File: src/rtl/mmm_pkg.sv
`timescale 1ns / 1ps
// ---------------------------------------------------------------------------
// mdio management master package
// shared types, constants and the frame word builder
// ---------------------------------------------------------------------------
package mmm_pkg;

  localparam logic [5:0] PREAMBLE_RESET = 6'd32;
  localparam logic [7:0] FRAME_BITS     = 8'd32;
  localparam logic [7:0] FLUSH_SLOTS    = 8'd32;
  localparam logic [7:0] TA_SLOT        = 8'd14;
  localparam logic [7:0] LAST_DATA_SLOT = 8'd30;
  localparam logic [15:0] ERROR_DATA    = 16'hFFFF;

  typedef enum logic [1:0] {
    OP_C22_WRITE = 2'd0,
    OP_C22_READ  = 2'd1,
    OP_C45_WRITE = 2'd2,
    OP_C45_READ  = 2'd3
  } op_e;

  typedef enum logic [1:0] {
    PH_IDLE  = 2'd0,
    PH_ADDR  = 2'd1,
    PH_MAIN  = 2'd2,
    PH_FLUSH = 2'd3
  } phase_e;

  typedef enum logic {
    ITEM_START = 1'b0,
    ITEM_SLOT  = 1'b1
  } item_kind_e;

  typedef struct packed {
    item_kind_e  kind;
    op_e         op;
    logic [4:0]  phy;
    logic [4:0]  dev;
    logic [15:0] regad;
    logic [15:0] wdata;
    logic        mdi;
  } item_t;

  typedef struct packed {
    logic  valid;
    item_t item;
  } queue_head_t;

  // 32 bits that follow the preamble, msb first
  function automatic logic [31:0] frame_word(
    input logic        addr_frame,
    input op_e         op,
    input logic [4:0]  phy,
    input logic [4:0]  dev,
    input logic [15:0] regad,
    input logic [15:0] wdata
  );
    logic        st2;
    logic [1:0]  opc;
    logic [4:0]  field;
    logic [15:0] data;
    unique case (op)
      OP_C22_WRITE: opc = 2'b01;
      OP_C22_READ:  opc = 2'b10;
      OP_C45_WRITE: opc = 2'b01;
      OP_C45_READ:  opc = 2'b11;
      default:      opc = 2'b01;
    endcase
    if (addr_frame) begin
      st2   = 1'b0;
      opc   = 2'b00;
      field = dev;
      data  = regad;
    end else begin
      st2   = ~op[1];
      field = op[1] ? dev : regad[4:0];
      data  = wdata;
    end
    frame_word = {1'b0, st2, opc, phy, field, 2'b10, data};
  endfunction

endpackage

File: src/rtl/mmm_if.sv
`timescale 1ns / 1ps
// ---------------------------------------------------------------------------
// mdio management master channels
// request and result channels with valid/ready handshake
// ---------------------------------------------------------------------------
interface mmm_in_if;
  logic        valid;
  logic        ready;
  logic        func;
  logic [1:0]  operation;
  logic [4:0]  phy_address;
  logic [4:0]  device_address;
  logic [15:0] reg_address;
  logic [15:0] write_data;
  logic        mdio_in;

  modport source (
    output valid, func, operation, phy_address, device_address, reg_address,
           write_data, mdio_in,
    input  ready
  );
  modport sink (
    input  valid, func, operation, phy_address, device_address, reg_address,
           write_data, mdio_in,
    output ready
  );
endinterface

interface mmm_out_if;
  logic        valid;
  logic        ready;
  logic        mdio_out;
  logic        busy_res;
  logic        done_res;
  logic [15:0] read_data;
  logic        read_error;

  modport source (
    output valid, mdio_out, busy_res, done_res, read_data, read_error,
    input  ready
  );
  modport sink (
    input  valid, mdio_out, busy_res, done_res, read_data, read_error,
    output ready
  );
endinterface

File: src/rtl/mdio_management_master.sv
`timescale 1ns / 1ps
// ---------------------------------------------------------------------------
// mdio management master
// clause 22 / clause 45 mdio frame serializer, one result per request
//
// in_i carries requests: a start request latches an operation and target,
// a slot request advances the frame by one mdc period and brings the
// sampled mdio level. out_o returns one result per request: the mdio level
// to drive (1 is released), busy, done, read data and read error.
// cfg_we_i / cfg_wdata_i write the preamble length, taken at the clock edge.
// A request enters a two-entry queue and its result is registered; the
// block takes one request per cycle while out_o takes each result.
// When out_o stalls the result holds, the queue fills and in_i.ready drops
// after two more requests; nothing is lost.
// Reset empties the queue and the output register, returns the sequencer
// to idle and sets the preamble length to 32.
// ---------------------------------------------------------------------------
module mdio_management_master (
  input  logic       clk_i,
  input  logic       rst_ni,
  input  logic       cfg_we_i,
  input  logic [5:0] cfg_wdata_i,
  mmm_in_if.sink     in_i,
  mmm_out_if.source  out_o
);
  import mmm_pkg::*;

  logic [5:0]  preamble_q, preamble_d;
  queue_head_t head;
  logic        pop;

  assign preamble_d = cfg_we_i ? cfg_wdata_i : preamble_q;

  always_ff @(posedge clk_i or negedge rst_ni) begin
    if (!rst_ni) begin
      preamble_q <= PREAMBLE_RESET;
    end else begin
      preamble_q <= preamble_d;
    end
  end

  mmm_front u_front (
    .clk_i  (clk_i),
    .rst_ni (rst_ni),
    .in_i   (in_i),
    .head_o (head),
    .pop_i  (pop)
  );

  mmm_back u_back (
    .clk_i      (clk_i),
    .rst_ni     (rst_ni),
    .preamble_i (preamble_q),
    .head_i     (head),
    .pop_o      (pop),
    .out_o      (out_o)
  );

endmodule

File: src/rtl/mmm_front.sv
`timescale 1ns / 1ps
// ---------------------------------------------------------------------------
// mdio management master front end
// accepts requests, classifies them and holds them in a two-entry queue
// ---------------------------------------------------------------------------
module mmm_front (
  input  logic                clk_i,
  input  logic                rst_ni,
  mmm_in_if.sink              in_i,
  output mmm_pkg::queue_head_t head_o,
  input  logic                pop_i
);
  import mmm_pkg::*;

  item_t      mem_q [2];
  logic       wr_ptr_q, wr_ptr_d;
  logic       rd_ptr_q, rd_ptr_d;
  logic [1:0] cnt_q, cnt_d;
  logic       push;
  logic       pop;
  item_t      item_in;

  always_comb begin
    item_in.kind  = in_i.func ? ITEM_SLOT : ITEM_START;
    item_in.op    = op_e'(in_i.operation);
    item_in.phy   = in_i.phy_address;
    item_in.dev   = in_i.device_address;
    item_in.regad = in_i.reg_address;
    item_in.wdata = in_i.write_data;
    item_in.mdi   = in_i.mdio_in;
  end

  assign in_i.ready = (cnt_q != 2'd2);
  assign push       = in_i.valid && in_i.ready;
  assign pop        = pop_i && (cnt_q != 2'd0);

  always_comb begin
    wr_ptr_d = push ? ~wr_ptr_q : wr_ptr_q;
    rd_ptr_d = pop ? ~rd_ptr_q : rd_ptr_q;
    cnt_d    = cnt_q + {1'b0, push} - {1'b0, pop};
  end

  always_ff @(posedge clk_i or negedge rst_ni) begin
    if (!rst_ni) begin
      wr_ptr_q <= 1'b0;
      rd_ptr_q <= 1'b0;
      cnt_q    <= 2'd0;
    end else begin
      wr_ptr_q <= wr_ptr_d;
      rd_ptr_q <= rd_ptr_d;
      cnt_q    <= cnt_d;
    end
  end

  always_ff @(posedge clk_i) begin
    if (push) begin
      mem_q[wr_ptr_q] <= item_in;
    end
  end

  assign head_o.valid = (cnt_q != 2'd0);
  assign head_o.item  = mem_q[rd_ptr_q];

endmodule

File: src/rtl/mmm_back.sv
`timescale 1ns / 1ps
// ---------------------------------------------------------------------------
// mdio management master frame engine
// runs the frame sequencer one request per cycle, while out_o takes each result, into an output register
// ---------------------------------------------------------------------------
module mmm_back (
  input  logic                 clk_i,
  input  logic                 rst_ni,
  input  logic [5:0]           preamble_i,
  input  mmm_pkg::queue_head_t head_i,
  output logic                 pop_o,
  mmm_out_if.source            out_o
);
  import mmm_pkg::*;

  phase_e      phase_q, phase_d;
  logic [7:0]  slot_q, slot_d;
  op_e         op_q, op_d;
  logic [4:0]  phy_q, phy_d;
  logic [4:0]  dev_q, dev_d;
  logic [15:0] reg_q, reg_d;
  logic [15:0] wval_q, wval_d;
  logic [15:0] acc_q, acc_d;

  logic        out_valid_q, out_valid_d;
  logic        mdo_q, busy_q, done_q, rerr_q;
  logic [15:0] rdata_q;

  logic        mdo, done, rerr;
  logic [15:0] rdata;

  logic        advance;
  item_t       it;
  logic        is_slot;
  logic        addr_fr;
  logic        is_read;
  logic        p_ge;
  logic [7:0]  k;
  logic [7:0]  slot_inc;
  logic [31:0] word;
  logic        word_bit;

  assign it      = head_i.item;
  assign advance = head_i.valid && (!out_valid_q || out_o.ready);
  assign pop_o   = advance;
  assign is_slot = (it.kind == ITEM_SLOT);

  assign addr_fr  = (phase_q == PH_ADDR);
  assign is_read  = (phase_q == PH_MAIN) && op_q[0];
  assign p_ge     = slot_q >= {2'b00, preamble_i};
  assign k        = slot_q - {2'b00, preamble_i};
  assign slot_inc = slot_q + 8'd1;
  assign word     = frame_word(addr_fr, op_q, phy_q, dev_q, reg_q, wval_q);
  assign word_bit = word[~k[4:0]];

  // next state
  always_comb begin
    phase_d = phase_q;
    slot_d  = slot_q;
    op_d    = op_q;
    phy_d   = phy_q;
    dev_d   = dev_q;
    reg_d   = reg_q;
    wval_d  = wval_q;
    acc_d   = acc_q;
    if (advance) begin
      if (!is_slot) begin
        if (phase_q == PH_IDLE) begin
          op_d    = it.op;
          phy_d   = it.phy;
          dev_d   = it.dev;
          reg_d   = it.regad;
          wval_d  = it.wdata;
          acc_d   = 16'd0;
          slot_d  = 8'd0;
          phase_d = it.op[1] ? PH_ADDR : PH_MAIN;
        end
      end else begin
        unique case (phase_q)
          PH_IDLE: begin
          end
          PH_FLUSH: begin
            slot_d = slot_inc;
            if (slot_inc >= FLUSH_SLOTS) begin
              phase_d = PH_IDLE;
              slot_d  = 8'd0;
            end
          end
          PH_ADDR, PH_MAIN: begin
            slot_d = slot_inc;
            if (p_ge) begin
              if (!is_read) begin
                if (k >= FRAME_BITS) begin
                  phase_d = addr_fr ? PH_MAIN : PH_IDLE;
                  slot_d  = 8'd0;
                end
              end else if (k == TA_SLOT) begin
                if (it.mdi) begin
                  phase_d = PH_FLUSH;
                  slot_d  = 8'd0;
                end
              end else if (k > TA_SLOT && k <= LAST_DATA_SLOT) begin
                acc_d = {acc_q[14:0], it.mdi};
              end else if (k > LAST_DATA_SLOT) begin
                phase_d = PH_IDLE;
                slot_d  = 8'd0;
              end
            end
          end
          default: begin
          end
        endcase
      end
    end
  end

  // result of the current request
  always_comb begin
    mdo   = 1'b1;
    done  = 1'b0;
    rdata = 16'd0;
    rerr  = 1'b0;
    if (is_slot) begin
      unique case (phase_q)
        PH_IDLE: begin
        end
        PH_FLUSH: begin
          if (slot_inc >= FLUSH_SLOTS) begin
            done  = 1'b1;
            rdata = ERROR_DATA;
            rerr  = 1'b1;
          end
        end
        PH_ADDR, PH_MAIN: begin
          if (p_ge) begin
            if (!is_read) begin
              if (k < FRAME_BITS) begin
                mdo = word_bit;
              end else if (!addr_fr) begin
                done = 1'b1;
              end
            end else if (k < TA_SLOT) begin
              mdo = word_bit;
            end else if (k > LAST_DATA_SLOT) begin
              done  = 1'b1;
              rdata = acc_q;
            end
          end
        end
        default: begin
        end
      endcase
    end
  end

  always_comb begin
    if (advance) begin
      out_valid_d = 1'b1;
    end else if (out_o.ready) begin
      out_valid_d = 1'b0;
    end else begin
      out_valid_d = out_valid_q;
    end
  end

  always_ff @(posedge clk_i or negedge rst_ni) begin
    if (!rst_ni) begin
      phase_q     <= PH_IDLE;
      slot_q      <= 8'd0;
      op_q        <= OP_C22_WRITE;
      phy_q       <= 5'd0;
      dev_q       <= 5'd0;
      reg_q       <= 16'd0;
      wval_q      <= 16'd0;
      acc_q       <= 16'd0;
      out_valid_q <= 1'b0;
    end else begin
      phase_q     <= phase_d;
      slot_q      <= slot_d;
      op_q        <= op_d;
      phy_q       <= phy_d;
      dev_q       <= dev_d;
      reg_q       <= reg_d;
      wval_q      <= wval_d;
      acc_q       <= acc_d;
      out_valid_q <= out_valid_d;
    end
  end

  always_ff @(posedge clk_i) begin
    if (advance) begin
      mdo_q   <= mdo;
      busy_q  <= (phase_d != PH_IDLE);
      done_q  <= done;
      rdata_q <= rdata;
      rerr_q  <= rerr;
    end
  end

  assign out_o.valid      = out_valid_q;
  assign out_o.mdio_out   = mdo_q;
  assign out_o.busy_res   = busy_q;
  assign out_o.done_res   = done_q;
  assign out_o.read_data  = rdata_q;
  assign out_o.read_error = rerr_q;

endmodule

File: src/flat_wrapper.sv
// flat-port wrapper written by rule: the top's interface ports become plain ports
module mdio_management_master_flat import mmm_pkg::*;
  (clk_i, rst_ni, cfg_we_i, cfg_wdata_i, in_i_valid, in_i_func, in_i_operation, in_i_phy_address, in_i_device_address, in_i_reg_address, in_i_write_data, in_i_mdio_in, in_i_ready, out_o_valid, out_o_mdio_out, out_o_busy_res, out_o_done_res, out_o_read_data, out_o_read_error, out_o_ready);
  mmm_in_if in_i_i ();
  mmm_out_if out_o_i ();
  input  logic clk_i;
  input  logic rst_ni;
  input  logic cfg_we_i;
  input  logic [5:0] cfg_wdata_i;
  input wire logic [$bits(in_i_i.valid)-1:0] in_i_valid;
  input wire logic [$bits(in_i_i.func)-1:0] in_i_func;
  input wire logic [$bits(in_i_i.operation)-1:0] in_i_operation;
  input wire logic [$bits(in_i_i.phy_address)-1:0] in_i_phy_address;
  input wire logic [$bits(in_i_i.device_address)-1:0] in_i_device_address;
  input wire logic [$bits(in_i_i.reg_address)-1:0] in_i_reg_address;
  input wire logic [$bits(in_i_i.write_data)-1:0] in_i_write_data;
  input wire logic [$bits(in_i_i.mdio_in)-1:0] in_i_mdio_in;
  output wire logic [$bits(in_i_i.ready)-1:0] in_i_ready;
  output wire logic [$bits(out_o_i.valid)-1:0] out_o_valid;
  output wire logic [$bits(out_o_i.mdio_out)-1:0] out_o_mdio_out;
  output wire logic [$bits(out_o_i.busy_res)-1:0] out_o_busy_res;
  output wire logic [$bits(out_o_i.done_res)-1:0] out_o_done_res;
  output wire logic [$bits(out_o_i.read_data)-1:0] out_o_read_data;
  output wire logic [$bits(out_o_i.read_error)-1:0] out_o_read_error;
  input wire logic [$bits(out_o_i.ready)-1:0] out_o_ready;
  assign in_i_i.valid = in_i_valid;
  assign in_i_i.func = in_i_func;
  assign in_i_i.operation = in_i_operation;
  assign in_i_i.phy_address = in_i_phy_address;
  assign in_i_i.device_address = in_i_device_address;
  assign in_i_i.reg_address = in_i_reg_address;
  assign in_i_i.write_data = in_i_write_data;
  assign in_i_i.mdio_in = in_i_mdio_in;
  assign in_i_ready = in_i_i.ready;
  assign out_o_valid = out_o_i.valid;
  assign out_o_mdio_out = out_o_i.mdio_out;
  assign out_o_busy_res = out_o_i.busy_res;
  assign out_o_done_res = out_o_i.done_res;
  assign out_o_read_data = out_o_i.read_data;
  assign out_o_read_error = out_o_i.read_error;
  assign out_o_i.ready = out_o_ready;
  mdio_management_master u_core (.clk_i(clk_i), .rst_ni(rst_ni), .cfg_we_i(cfg_we_i), .cfg_wdata_i(cfg_wdata_i), .in_i(in_i_i), .out_o(out_o_i));
endmodule
File: config.mk
export PLATFORM = sky130hd
export DESIGN_NAME = mdio_management_master_flat
export DESIGN_NICKNAME = d
export VERILOG_FILES = /design/src/rtl/mmm_pkg.sv /design/src/rtl/mmm_if.sv /design/src/rtl/mdio_management_master.sv /design/src/rtl/mmm_front.sv /design/src/rtl/mmm_back.sv /design/src/flat_wrapper.sv
export SDC_FILE = /design/constraint.sdc
export NUM_CORES = 1
export LEC_CHECK = 0
export ABC_CLOCK_PERIOD_IN_PS = 6900
export BUFFER_PORTS_ARGS = -buffer_cell sky130_fd_sc_hd__buf_2
export CORE_ASPECT_RATIO = 1.1
export CORE_MARGIN = 4
export CORE_UTILIZATION = 64
export DETAILED_ROUTE_END_ITERATION = 10
export GPL_ROUTABILITY_DRIVEN = 0
export GPL_TIMING_DRIVEN = 0
export HOLD_SLACK_MARGIN = 0.02
export PLACE_DENSITY_LB_ADDON = 0.3
export SLEW_MARGIN = 25
export SYNTH_ARGS = -nofsm -noshare
export SYNTH_HDL_FRONTEND = slang
export SYNTH_SLANG_ARGS = --single-unit
File: constraint.sdc
create_clock -name clk_i -period 6.9 [get_ports clk_i]
set_clock_uncertainty 0.1 [all_clocks]
set_input_delay 1.38 -clock clk_i [delete_from_list [all_inputs] [get_ports clk_i]]
set_output_delay 1.38 -clock clk_i [all_outputs]
set_load 0.02 [all_outputs]
==> impl_metrics.toml, run 1 <==
[cells_and_area]
fin_area_mm2 = 0.00973
fill_cells = 760
areaGrowthSynthToFinish_pct = 14.0
drive_above_1_share_pct = 19.4
post-route-util_pct = 75.7
antenna_cells = 0
multi_input_area_mm2 = 0.00296
regArea_mm2 = 0.00539
nets = 833
final_cells = 931

[logic_synthesis]
synthXorXnorAreaFrac_pct = 0.807
yosys-top-cells-count = "nand2_1 (120), edfxtp_1 (112), dfrtp_1 (80), mux2i_1 (62), o21ai_0 (57)"
synth.most_common_cell = "nand2_1"
synth_mux_area_share_pct = 11.2
synth_top_family_by_area = "multiplexers"
synthArstFlopShare_pct = 42.0
synthTopCellsByArea = "edfxtp_1 (39%), dfrtp_1 (23%), mux2i_1 (7.3%)"
yosysTopAreaCell = "edfxtp_1"
synth_fp_nets = 734
synth_top_area_share_pct = 39.4
yosys.area_share.adder_pct = 2.29
synth_area_mm2 = 0.00853
yosys_warnings = 0
synth_top_flop_cell = "edfxtp_1"
netlist-cell-type-count = 69
yosysSeqAreaShare_pct = 63.2
synth_edf_count = 112
synth-simple-area-share_pct = 10.3
synth_compound_area_share_pct = 9.96
ys_ff_latch = 193
post_synth.cell_area_avg_um2 = 12.9
syn_inst = 662

[setup_path]
cpMostUsedCell = "clkbuf_1"
reg2reg_from = "u_core.u_back.slot_q[0]"
cp_top_family = "buffers and inverters"
cpMaxStageDelayCell = "inv_1"
critPathMaxFanout = 26
cpPeakStageDelay_ps = 640
start_kind = "input port"
startpoint = "out_o_ready"
arrival_ps = 4310
crit_required_ps = 7150
crit_buf_inv = 4
path_class = "in2reg"
crit_path_end_kind = "register"
crit_chain = "buf_2 > nand2b_1 > o21ai_1 > inv_1 > nand3_1 > clkbuf_1 > clkbuf_1 > nand2_1 > mux2i_1"

[worst_hold_path]
hp-class = "reg2reg"
min-delay-start = "u_core.u_back.phy_q[1]"

[pwr]
seqPwrFrac_pct = 44.0
swShare_pct = 35.5
p_leak_nw = 3.98
finalPower_mw = 3.93
internal-power_mw = 2.54
ir_drop_mv = 0.267
switchingPower_mw = 1.40
power.share.clock_pct = 23.3
power_frac_comb_pct = 32.8
pwr_density_cell_mw_per_mm2 = 404

[global_route]
antenna_found_initial = 0
grt_pass1_wl_um = 28000
grt_pass1_vias = 5815
grt_use_total_pct = 23.3
grt_max_degree = 47
globalRouteOverflowTotal = 0

[placed_design]
dp_hpwl_um = 11700
place_area_mm2 = 0.00917
io_buffers = 78
dp_cells = 899

[floorplan]
pin_count = 79
die_y_um = 129
core_region_area_mm2 = 0.0129
start_util_pct = 66.4
die_x_um = 118
dieArea_mm2 = 0.0152
rows = 43

[clock_network]
htree_levels = 4
clockRootBuffer = "clkbuf_16"
cts_buffers = 17
cts_tree = "yes"
path_clk_slew_ps = 70
clk_path_buf_depth = 2
post_cts.repair.setup_buffers = 0
cts_resized = 0
cts_hold_buf = 0
cts.sinks = 193
insertion_delay_ps = 440

[detailed_routing]
vias_per_cell = 6.05
wl_per_cell_um = 18.3
vias = 5636
remaining_drc_errors = 0
routed_wl_um = 17000
drtIter0Drc = 677
ant_nets = 0
drtPass1Iterations = 5

[timing]
post-route-period-util_pct = 58.9
slew_headroom_pct = 36.9
slew_viol_final = 0
rsz0062_at_grt = "false"
max_freq_mhz = 246
setup_viol_count_final = 0
worstMarginPinSlew_ps = 945
setup_tns_ps = 0
period_minus_slack_ps = 4060
final_hold_viol_count = 0

[flow_run]
max_cap_violations = 0

[run_status]
status = "completed"
registers in the layout, summed over array words and instances (netlist names):
register,flops
u_core.u_front.mem_q,92
u_core.u_back.acc_q,16
u_core.u_back.out_o.read_data,16
u_core.u_back.reg_q,16
u_core.u_back.wval_q,16
u_core.u_back.slot_q,8
u_core.preamble_q,6
u_core.u_back.dev_q,5
u_core.u_back.phy_q,5
u_core.u_back.op_q,2
u_core.u_back.phase_q,2
u_core.u_front.cnt_q,2
u_core.u_back.out_o.busy_res,1
u_core.u_back.out_o.done_res,1
u_core.u_back.out_o.mdio_out,1
u_core.u_back.out_o.read_error,1
u_core.u_back.out_o.valid,1
u_core.u_front.rd_ptr_q,1
u_core.u_front.wr_ptr_q,1
path summary, 6_finish.rpt:
| check | end | depth (start not counted) | slack (ps) |
|---|---|---|---|
| max | u_core.u_back.acc_q[4] | 9 | 2840 |
| min | u_core.u_back.phy_q[1] | 2 | 390 |
| max reg2reg | u_core.u_back.out_o.busy_res | 11 | 3300 |
| min reg2reg | u_core.u_back.phy_q[1] | 2 | 390 |
| max in group asynchronous | u_core.preamble_q[5] | 2 | 5250 |
| min in group asynchronous | u_core.u_back.slot_q[1] | 1 | 810 |
power by group through the flow:
stage	combinational, mW	clock (mW)	sequential [mW]
global placement	1.20	0	1.74
detailed placement	1.27	0	1.75
finish	1.29	0.915	1.73
CTS	1.29	0.922	1.73
floorplan	0.890	0	1.75
global route	1.42	0.975	1.75
stage by stage:
stage                     worst slack (ps)  hold WS [ps]
after detailed placement              2460           375
after global routing                  2640           397
after global placement                1830           364
after floorplan                       2940           344
after CTS                             2880           390
final                                 2840           391
cell type report:
type	count	share of cell area (%)
Sequential cell	193	55.4
Timing Repair Buffer	80	4.45
Buffer	29	1.23
Inverter	19	0.733
Clock inverter	15	1.35
Multi-Input combinational cell	421	30.4
Clock buffer	17	4.37
Tap cell	157	2.02
cells by family after synthesis:
family | after synthesis
AO/OA/AOI/OAI | 131
XOR/XNOR | 7
adder cells (fa/ha/maj) | 15
buffers and inverters | 48
flip-flops | 193
multiplexers | 79
AND/OR/NAND/NOR | 189
tightest hold or removal path, stage by stage, from the launching register on:
cell and delay (ps):
dfrtp_1 340, nand2_1 40, o21ai_0 60
metal layers:
layer | GRT usage (%) | vias to the layer above | part of all wire (%)
met1 | 27.4 | 2765 | 39
li1 | - | 2629 | -
met2 | 42.8 | 202 | 54
met3 | 4.36 | 40 | 4.5
met5 | 0 | - | 0
met4 | 9.10 | 0 | 2.4
cells in the final DEF, fill, tap and decap left out, types with 3 or more instances in the layout:
cell type / synthesis / final
and4_1: 4 / 4
nor2_1: 23 / 22
o21ai_0: 57 / 57
nand2b_1: 5 / 5
a21o_1: 5 / 5
nand2_1: 120 / 120
xnor2_1: 5 / 5
and3_1: 5 / 4
a22o_1: 3 / 3
mux2_2: 5 / 5
a2111oi_0: 3 / 3
mux2i_1: 62 / 62
inv_1: 19 / 19
dfrtp_1: 80 / 80
and2_1: 4 / 4
a21oi_1: 28 / 28
o211ai_1: 3 / 3
buf_2: 3 / 80
clkbuf_1: 21 / 21
mux4_2: 10 / 10
clkinv_4: 0 / 5
clkbuf_16: 0 / 17
ha_1: 14 / 14
clkinvlp_4: 0 / 3
buf_1: 4 / 4
or3_1: 3 / 3
edfxtp_1: 112 / 112
nand3_1: 9 / 9
Power figures use the tool's default switching activity.
==> inputs of run 2 (changes only) <==
ABC_CLOCK_PERIOD_IN_PS = 4150   (was 6900)
CORE_UTILIZATION = 59   (was 64)
clock period = 4.15 ns   (was 6.9 ns; I/O delays follow)
==> impl_metrics.toml, run 2 (synthesis results as in run 1) <==
[placed_design]
preCtsSetupSlack_ps = 358
io_buffers = 78
dp_hpwl_um = 11500
place_area_mm2 = 0.00926

[flow_run]
max_cap_violations = 0

[detailed_routing]
drtPass1Iterations = 5
dr_wl_met3_um = 783
remaining_drc_errors = 0
dr_wl_met2_um = 8660
vias_per_cell = 5.74
routed_wl_um = 16600
vias = 5532
drtIter0Drc = 561
highest_layer = "met4"
wl_per_cell_um = 17.2
met1_length_um = 6650
ant_nets = 0

[floorplan]
core_region_area_mm2 = 0.0140
die_x_um = 123
pin_count = 79
rows = 45
dieArea_mm2 = 0.0165
die_y_um = 134
start_util_pct = 61.1

[clock_network]
clockRootBuffer = "clkbuf_16"
insertion_delay_ps = 440
cts_resized = 0
htree_levels = 4
cts.sinks = 193
post_cts.repair.setup_buffers = 0
cts_tree = "yes"
clk_path_buf_depth = 2
path_clk_slew_ps = 70
cts_hold_buf = 0
cts_buffers = 17

[setup_path]
rr_worst_depth = 11
crit_chain = "inv_1 > ha_1 > inv_1 > fa_1 > xor2_2 > and4_1 > o311ai_1 > o21ai_0 > o21ai_1 > a311o_1 > a211o_1"
crit_path_end_kind = "register"
r2r_slack_ps = 540
timing.rr.end = "u_core.u_back.out_o.busy_res"
reg2reg_from = "u_core.u_back.slot_q[0]"
cpMostUsedCell = "inv_1"
path_class = "reg2reg"
cpMaxStageDelayCell = "fa_1"
start_kind = "register"
critPathMaxFanout = 10
crit_required_ps = 4230
arrival_ps = 3690
cpPeakStageDelay_ps = 530

[cells_and_area]
most-common-layout-cells = "nand2_1 (120), edfxtp_1 (112), buf_2 (80), dfrtp_1 (80), mux2i_1 (62)"
nets = 834
drive_above_1_share_pct = 19.4
antenna_cells = 0
layout_commonest_cell = "nand2_1"
fin_area_mm2 = 0.00984
largest_register_ffs = 92
top_register = "u_core.u_front.mem_q"
areaGrowthSynthToFinish_pct = 15.3

[pwr]
ir_drop_mv = 0.407
finalPower_mw = 6.63
p_leak_nw = 4.00
pwr_density_cell_mw_per_mm2 = 674

[global_route]
globalRouteOverflowTotal = 0
antenna_found_initial = 0
grt_use_total_pct = 21.7
grt_pass1_wl_um = 27400
grt_pass1_vias = 5497
grt_max_degree = 57

[timing]
slew_viol_final = 0
setup_viol_count_final = 0
setup_slack_ps = 545
rsz0062_at_grt = "false"
slew_headroom_pct = 39.5
final_hold_viol_count = 0
max_freq_mhz = 277
period_minus_slack_ps = 3610
post-route-period-util_pct = 86.9
worstMarginPinSlew_ps = 907

[worst_hold_path]
hp-class = "in2async"

[run_status]
status = "completed"
==> run 2: changes by cell type in the layout (fill, tap and decap cells not counted) <==
cell,change
clkinv_4,-4
buf_16,+3
buf_12,-2
bufinv_16,+2
clkinv_1,+1
clkinv_8,-1
clkinvlp_2,+1
clkinvlp_4,+1
==> run 2: area by class of cell <==
type                       count  area, um^2
timing repair buffer          81         475
multi-input combinational    421        2960
sequential                   193        5390
clock buffer                  17         425
fill                         976        4130
clock inverter                15         156
buffer                        29         120
tap                          188         235
inverter                      19        71.3
==> run 2: worst max-delay path: cells and delay by family, from the launching register on <==
family / cells / cell delay (ps)
adders and majority gates: 2 / 680
buffers and inverters: 2 / 180
and+or+nand+nor: 1 / 270
DFF: 1 / 450
xor gates and xnor gates: 1 / 480
AOI/OAI and AO/OA: 5 / 1190
==> run 2: through the flow <==
stage | util (%) | TNS, ps | std cells | hold slack [ps]
2_1_floorplan | - | 0 | 662 | 344
3_3_place_gp | 65.6 | -17090 | 928 | 363
3_5_place_dp | 66.3 | 0 | 931 | 370
4_1_cts | 70.4 | 0 | 963 | 203
5_1_grt | 70.4 | 0 | 963 | 217
6_report | 70.4 | 0 | 963 | 205
==> run 2: metal layers <==
layer	up-vias	track usage, %
met5	-	0
met4	0	9.15
met3	39	4.72
met2	165	37.1
met1	2692	26.5
li1	2636	-
==> run 2: how the worst max path moves through the flow <==
stage / startpoint / to / slack, ps / cells past startpoint
global placement: in_i_valid / u_core.u_front.mem_q[0][34] / -380 / 3
detailed placement: out_o_ready / u_core.u_back.acc_q[14] / 360 / 9
CTS: u_core.u_back.slot_q[0] / u_core.u_back.out_o.busy_res / 570 / 11
global route: u_core.u_back.slot_q[0] / u_core.u_back.out_o.busy_res / 350 / 11
finish: u_core.u_back.slot_q[0] / u_core.u_back.out_o.busy_res / 540 / 11
floorplan: in_i_valid / u_core.u_front.mem_q[0][0] / 740 / 2
==> run 2: power breakdown <==
part / internal (mW) / switching, mW
registers: 2.61 / 0.259
clock network: 0.892 / 0.724
logic: 0.839 / 1.30
==> inputs of run 3 (changes only) <==
SYNTH_HIERARCHICAL = 1   (was unset)
==> impl_metrics.toml, run 3 <==
[run_status]
status = "completed"

[placed_design]
dp_cells = 857
dp_hpwl_um = 11400
place_area_mm2 = 0.00943
io_buffers = 77

[logic_synthesis]
yosys-top-cells-count = "edfxtp_1 (112), dfrtp_1 (80), mux2_2 (66), mux2_4 (36), nand2_1 (29)"
synth.most_common_cell = "edfxtp_1"
ys_ff_latch = 193
synth_edf_count = 112
synthTopCellsByArea = "edfxtp_1 (39%), dfrtp_1 (23%), mux2_2 (8.5%)"
synth_top_area_share_pct = 38.6
syn_inst = 585
synth_top_flop_cell = "edfxtp_1"
synthArstFlopShare_pct = 42.0
synth_fp_nets = 658
yosysTopAreaCell = "edfxtp_1"
post_synth.cell_area_avg_um2 = 14.9
yosysSeqAreaShare_pct = 61.9
yosys_warnings = 6
netlist-cell-type-count = 57
synth_area_mm2 = 0.00872

[clock_network]
cts.sinks = 193
htree_levels = 4
path_clk_slew_ps = 60
cts_hold_buf = 0
insertion_delay_ps = 430
clk_path_buf_depth = 2
cts_tree = "yes"
post_cts.repair.setup_buffers = 0
clockRootBuffer = "clkbuf_16"
cts_buffers = 17
cts_resized = 0

[detailed_routing]
routed_wl_um = 16600
vias = 5142
remaining_drc_errors = 0
wl_per_cell_um = 18.6
vias_per_cell = 5.78
drtPass1Iterations = 5
ant_nets = 0
drtIter0Drc = 377

[floorplan]
die_y_um = 135
dieArea_mm2 = 0.0168
rows = 46
die_x_um = 124
pin_count = 79
core_region_area_mm2 = 0.0144
start_util_pct = 60.3

[pwr]
p_leak_nw = 4.17
internal-power_mw = 4.81
switchingPower_mw = 2.25
seqPwrFrac_pct = 41.3
swShare_pct = 31.8
power.share.clock_pct = 22.1
ir_drop_mv = 0.444
power_frac_comb_pct = 36.6
pwr_density_cell_mw_per_mm2 = 706
finalPower_mw = 7.06

[cells_and_area]
top_register = "u_core/u_front/mem_q"
final_cells = 889
fin_area_mm2 = 0.0100
layout_commonest_cell = "edfxtp_1"
largest_register_ffs = 92
areaGrowthSynthToFinish_pct = 14.7
most-common-layout-cells = "edfxtp_1 (112), buf_2 (80), dfrtp_1 (80), mux2_2 (66), mux2_4 (36)"
drive_above_1_share_pct = 34.6
antenna_cells = 0
nets = 757

[timing]
final_hold_viol_count = 0
whs_ps = 275
slew_viol_final = 0
worstMarginPinSlew_ps = 929
period_minus_slack_ps = 3530
max_freq_mhz = 283
post-route-period-util_pct = 85.1
setup_tns_ps = 0
rsz0062_at_grt = "false"
slew_headroom_pct = 38.0
setup_viol_count_final = 0

[flow_run]
max_cap_violations = 0

[global_route]
grt_pass1_wl_um = 26500
globalRouteOverflowTotal = 0
grt_pass1_vias = 5212
antenna_found_initial = 0
grt_max_degree = 47
grt_use_total_pct = 20.9

[setup_path]
crit_path_end_kind = "register"
arrival_ps = 3570
critPathMaxFanout = 10
timing.rr.end = "u_core/u_back/out_o.mdio_out"
path_class = "reg2reg"
crit_required_ps = 4190
startpoint = "u_core/u_back/slot_q[0]"
rr_worst_depth = 12
reg2reg_from = "u_core/u_back/slot_q[0]"
start_kind = "register"
r2r_slack_ps = 620

[worst_hold_path]
hp-class = "in2async"
-- run 3: cell types whose count changed after synthesis, moves of 6 or more --
cell and delta:
clkbuf_1 -6, nand3_1 +16, nor3_1 +8, nand2_1 -91, mux2i_1 -58, o21ai_0 -32
nor2b_1 +6, mux2_4 +36, a21oi_1 -19, a21o_1 +12, nor2_1 -9, mux2_2 +61
-- run 3: worst max-delay path by stage --
stage                                              end  cells past startpoint
after floorplan             u_core/u_front/mem_q[0][0]                      2
after global placement     u_core/u_front/mem_q[0][23]                      3
after detailed placement  u_core/u_back/out_o.busy_res                      9
after CTS                 u_core/u_back/out_o.mdio_out                     12
after global routing      u_core/u_back/out_o.mdio_out                     12
final                     u_core/u_back/out_o.mdio_out                     12
-- run 3: stage by stage --
step | utilization [%] | worst slack (ps)
finish | 69.2 | 620
global route | 69.2 | 375
CTS | 69.2 | 667
detailed placement | 65.3 | 656
global placement | 64.7 | -457
floorplan | - | 736
-- run 3: area by class of cell --
type                       count  area (um^2)
fill                         989         4450
sequential                   193         5390
timing repair buffer          80          463
multi-input combinational    348         3120
tap                          192          240
clock buffer                  25          495
clock inverter                 7         73.8
buffer                        26          148
inverter                      18         67.6
-- run 3: kinds of logic after synthesis --
logic type | after synthesis | share of synthesized area, %
xor+xnor | 7 | 0.703
mux | 119 | 18.5
flops | 193 | 61.9
compound gates | 91 | 7.34
fa+ha+maj | 16 | 2.38
buf+inv | 44 | 2.47
simple gates | 115 | 6.70
-- run 3: worst max-delay path: stages, from the launching register on --
cell and delay [ps]:
dfrtp_1 400, inv_1 130, ha_1 180, inv_1 60
fa_1 480, clkbuf_1 410, nand2b_1 200, o21ai_0 190
o21a_1 140, nor3_1 40, mux4_2 490, o31ai_1 270
nand4_1 160
-- run 3: per-layer routing --
metal	GRT usage (%)	wire [um]
met3	4.26	748
met4	7.94	328
met5	0	0
met2	35.8	8760
met1	26.0	6730
-- run 3: power by group through the flow --
stage               Clock [mW]  Sequential, mW  Combinational [mW]
finish                    1.56            2.92                2.58
global route              1.68            2.96                2.79
CTS                       1.60            2.92                2.60
detailed placement           0            2.94                2.57
global placement             0            2.93                2.45
floorplan                    0            2.93                1.90
